==> config.mk <==
export PLATFORM = sky130hd
export DESIGN_NAME = racb_cell
export DESIGN_NICKNAME = d
export VERILOG_FILES = /design/src/hdl/racb_pkg.sv /design/src/hdl/racb_cell.sv
export SDC_FILE = /design/constraint.sdc
export NUM_CORES = 2
export LEC_CHECK = 0
export BUFFER_PORTS_ARGS = -buffer_cell sky130_fd_sc_hd__buf_2
export CORE_MARGIN = 4
export CORE_UTILIZATION = 35
export DETAILED_ROUTE_END_ITERATION = 7
export PLACE_DENSITY = 0.53
export SYNTH_ARGS = -nofsm -noshare
export SYNTH_HDL_FRONTEND = slang
export SYNTH_SLANG_ARGS = --single-unit
==> constraint.sdc <==
create_clock -name clk -period 16.2 [get_ports clk]
set_input_delay 2.43 -clock clk [delete_from_list [all_inputs] [get_ports clk]]
set_output_delay 2.43 -clock clk [all_outputs]
set_load 0.02 [all_outputs]
==> src/hdl/racb_pkg.sv <==
`timescale 1ns / 1ps
// ----------------------------------------------------------------------------
// racb_pkg
// Shared types and codes for the range add / count below block.
// ----------------------------------------------------------------------------
package racb_pkg;

  localparam int IDX_W   = 10;
  localparam int VAL_W   = 32;
  localparam int LEN_W   = 11;
  localparam int COUNT_W = 11;

  localparam logic [1:0] OP_WRITE = 2'd0;
  localparam logic [1:0] OP_ADD   = 2'd1;
  localparam logic [1:0] OP_COUNT = 2'd2;

  localparam logic [LEN_W-1:0] LEN_RESET = 11'd1024;

  // Command word handed from cell to cell along the chain
  typedef struct packed {
    logic             valid;
    logic             wr;
    logic             add;
    logic             cnt;
    logic [IDX_W-1:0] lo;
    logic [IDX_W-1:0] hi;
    logic [VAL_W-1:0] value;
  } cmd_t;

  typedef enum logic [2:0] {
    ST_IDLE = 3'b001,
    ST_RUN  = 3'b010,
    ST_HOLD = 3'b100
  } state_t;

endpackage

==> src/hdl/racb_cell.sv <==
`timescale 1ns / 1ps
// ----------------------------------------------------------------------------
// racb_cell
// One bank of the value store: holds element row*CELLS+CELL_IDX of each row,
// does a read-modify-write or compare per row and passes the word on.
// ----------------------------------------------------------------------------
module racb_cell #(
  parameter int ROWS      = 64,
  parameter int RW        = 6,
  parameter int CELL_BITS = 4,
  parameter int CELL_IDX  = 0
) (
  input  logic                 clk,
  input  logic                 rst,
  input  racb_pkg::cmd_t       cmd_in,
  input  logic [RW-1:0]        row_in,
  input  logic [CELL_BITS:0]   cnt_in,
  output racb_pkg::cmd_t       cmd_out,
  output logic [RW-1:0]        row_out,
  output logic [CELL_BITS:0]   cnt_out
);

  localparam int XW = RW + CELL_BITS;
  localparam int CW = (XW > racb_pkg::IDX_W) ? XW : racb_pkg::IDX_W;

  logic [racb_pkg::VAL_W-1:0] mem [ROWS];

  racb_pkg::cmd_t             cmd_a;
  logic [RW-1:0]              row_a;
  logic [CELL_BITS:0]         cnt_a;
  logic [racb_pkg::VAL_W-1:0] rd;

  logic [CW-1:0]              elem;
  logic                       sel;
  logic                       hit;
  logic                       we;
  logic [racb_pkg::VAL_W-1:0] wdata;

  always_ff @(posedge clk) begin
    if (rst) begin
      cmd_a.valid <= 1'b0;
    end else begin
      cmd_a <= cmd_in;
    end
    row_a <= row_in;
    cnt_a <= cnt_in;
    rd    <= mem[row_in];
  end

  always_comb begin
    elem = CW'({row_a, CELL_BITS'(CELL_IDX)});
    if (cmd_a.wr) begin
      sel = (elem == CW'(cmd_a.lo));
    end else begin
      sel = (elem >= CW'(cmd_a.lo)) && (elem <= CW'(cmd_a.hi));
    end
    hit   = cmd_a.valid && cmd_a.cnt && sel && ($signed(rd) < $signed(cmd_a.value));
    we    = cmd_a.valid && sel && (cmd_a.wr || cmd_a.add);
    wdata = cmd_a.wr ? cmd_a.value : (rd + cmd_a.value);
  end

  // rows of one sweep differ, so the write never meets a read of the same row
  always_ff @(posedge clk) begin
    if (we) begin
      mem[row_a] <= wdata;
    end
  end

  assign cmd_out = cmd_a;
  assign row_out = row_a;
  assign cnt_out = cnt_a + {{CELL_BITS{1'b0}}, hit};

endmodule

==> reports/metrics.yaml <==
outcome:
  status: "completed"
synthesis:
  synth_enable_flop_cells: 2103
  synth-async-reset-ratio: 0
  syn_area_mm2: 0.08378
  ys_ff_latch: 2147
  syn-num-nets: 3799
  muxShareOfSynthArea: 0.1746
  synth_xor_area_frac: 0.003032
  seq_area_frac_synth: 0.7643
  synth_cells: 3652
  yosysTopAreaCellShare: 0.7538
  ys.flop_type: "edfxtp_1"
  synth_cell_type_count: 71
  yosys.area.top_type: "edfxtp_1"
  synth_compound_area_frac: 0.01792
  synth_adder_area_share: 0.01174
  synth_top_family_by_area: "multiplexers"
  syn_avg_cell_area_um2: 22.94
  yosysWarningCount: 0
  synthTopCellsByArea: "edfxtp_1 (75%), mux4_2 (17%), ha_1 (1.2%)"
  synth-simple-area-share: 0.01491
cells_and_area:
  stdcell_count: 7305
  finalCoreUtilization: 0.4046
  drive_gt1_frac: 0.3198
  n_fill_cell: 20700
  area_delta_synth_final_pct: 14.99
  fin_nets: 4096
grt:
  grt_max_degree: 113
  grt_use_total: 0.1742
  grt_pass1_vias: 40470
  grt_overflow: 0
  antenna_found_initial: 17
  grt_pass1_wl_um: 310200
floorplan:
  die_h_um: 497.2
  dieArea_mm2: 0.2472
  die_x_um: 497.2
  initial_core_util: 0.3519
  rows: 179
  ioPinCount: 136
  core_area_mm2: 0.2381
setup_path:
  crit_cells: 14
  cp-end-kind: "output pin"
  crit_arrival_ns: 4.57
  slowest_delay_ns: 0.59
  cp_data_required_time_ns: 13.77
  slowest_stage: "o311ai_0"
  cp_common_cell: "ha_1"
  ff2ff_setup_slack_ns: 11.00
  cp-start-kind: "flop"
  reg2regPathDepth: 10
  worst-path-buf-inv: 1
  path_class: "flop to output pin"
  cp_cell_sequence: "ha_1, nor2b_1, o211ai_1, a21oi_1, o311ai_0, nand2_1, a311oi_1, xor2_1, nor2_1, ha_1, ha_1, nand3_1, xnor2_1, buf_2"
  critPathTopFamily: "compound AO/OA/AOI/OAI gates"
  crit_fanout: 3
clocking:
  cts_resized: 0
  clk_pin_slew_ns: 0.06
  cts-buffers-inserted: 212
  cts_tree: "yes"
  cts_setup_buffers: 0
  htree_levels: 4
  cts_root_buf: "clkbuf_16"
  clock-sinks: 2147
  clkLatencyLatePin_ns: 0.86
  postCtsHoldBufs: 0
  clk_path_buf_depth: 3
sta:
  tightest_slew_ns: 1.366
  fin_crit_ns: 6.998
  setup_viol: 0
  setup-tns-final_ns: 0
  fin_crit_sh: 0.4320
  finalHoldViolCount: 0
  fmax_mhz: 142.9
  grt_setup_unrepaired: "false"
  relSlewSlack: 0.08961
  skew_ns: 0.04231
  drv_slew: 0
  finalHoldWorstSlack_ns: 0.9616
power:
  pwr-share-clk: 0.387
  power.leakage_nw: 30.13
  p_comb_frac: 0.092
  pwr-share-seq: 0.521
  internal-power_w: 0.009618
  power.total_w: 0.01259
  power_density_mw_per_mm2: 130.7
  worst_ir_drop_vdd_uv: 127.2
  swShare: 0.2363
  netSwitchingPower_w: 0.002975
placed_design:
  dp_hpwl_um: 121500
  io_buffers: 135
  dp.cells: 6902
  gp_congestion: 0.7893
detailed_routing:
  drc: 0
  ant_nets: 0
  routed_via_density: 5.367
  routed-via-count: 39210
  wl_per_cell_um: 29.79
  drt-pass1-iter-count: 7
  drt_iter0_markers: 4087
  totalWireLength_um: 217600
worst_hold_path:
  hold_path.class: "flop to flop"
  min_path_cells: 4
run:
  maxCapViolations: 0
==> power by group through the flow <==
stage	Clock (W)	Sequential, W	Combinational [W]
CTS	0.00499	0.00657	0.00117
global route	0.00522	0.00657	0.00125
finish	0.00487	0.00657	0.00115
detailed placement	0	0.00669	0.00116
global placement	0	0.00669	0.00114
floorplan	0	0.00671	0.000658
==> registers in the layout, indices dropped and copies added, names as in the netlist <==
register,cells
mem,2048
cmd_out,56
rd,32
row_out,6
cnt_a,5
==> final cells by class <==
| cell class | count | area, um2 | area share |
|---|---|---|---|
| antenna | 4 | 10.01 | 0.0001039 |
| clock buffer | 271 | 5652 | 0.05867 |
| clock inverter | 128 | 1245 | 0.01292 |
| inverter | 71 | 266.5 | 0.002766 |
| multi-input combinational | 1253 | 19440 | 0.2018 |
| sequential | 2147 | 64030 | 0.6647 |
| tap | 3167 | 3963 | 0.04113 |
| timing repair buffer | 264 | 1730 | 0.01796 |
==> logic make-up after synthesis <==
logic type,count (synthesis)
AND/OR/NAND/NOR,253
AO/OA/AOI/OAI,232
buffers and inverters,252
XOR/XNOR,29
multiplexers,661
adder cells (fa/ha/maj),78
flip-flops,2147
==> per-layer routing <==
metal / global-route usage / vias up / wire [um]
li1: - / 16150 / -
met1: 0.2460 / 21620 / 94830
met2: 0.2875 / 1198 / 106500
met3: 0.02447 / 240 / 12090
met4: 0.04119 / 0 / 4159
met5: 0 / - / 0
==> Yosys cell counts, drive strengths merged, types with 2 or more instances <==
library cell  number
mux2i             21
clkbuf            87
nor2b             32
o21a               7
buf               94
a21o               9
or2                6
inv               71
o31ai             10
mux4             640
a31oi              4
nand4b             2
dfxtp             44
nor4b              2
ha                77
xor2               5
nor3               5
or3                4
a41oi              4
o211ai             4
xnor2             24
o22ai             17
nor4               8
and4b              2
and2               3
a211oi            34
nand4              6
and3               2
o31a               4
edfxtp          2103
o21ai             54
nand2             40
nand3              8
a21oi             59
nor2             110
nand2b             6
nand3b             4
or3b               3
o21bai             7
o311ai             5
nor3b              2
or4                6
a311oi             2
==> path summary, 6_finish.rpt <==
| check | start | end |
|---|---|---|
| worst max-delay path | rd[1] | cnt_out[4] |
| worst min-delay path | mem[56][19] | rd[19] |
| worst max register to register | row_out[1] | mem[54][17] |
| worst min register to register | mem[56][19] | rd[19] |
==> per-stage QoR <==
stage / worst slack (ns) / instance area (um2)
2_1_floorplan: 10.64 / 83780
3_3_place_gp: 9.261 / 89420
3_5_place_dp: 9.271 / 89430
4_1_cts: 9.003 / 96320
5_1_grt: 8.910 / 96330
6_report: 9.202 / 96330
==> layout by cell type (no fill, tap or decap), types with 47 or more instances in the layout <==
master	count
ha_1	77
clkinv_1	47
edfxtp_1	2103
buf_4	125
buf_2	131
clkbuf_1	51
a21oi_1	57
nor2_4	65
inv_1	67
clkbuf_16	216
mux4_2	640
==> worst register-to-register path, cell delays in order, from the launching register on <==
cell	delay [ns]
dfxtp_1	0.63
ha_1	0.34
a21o_1	0.18
a21o_1	0.17
a2111oi_0	0.34
or4_1	0.20
and4b_1	0.34
nor2b_1	0.32
nand3_1	0.81
nor2_4	0.90
buf_4	0.56
Note: power is estimated with default switching activity, not from simulation.
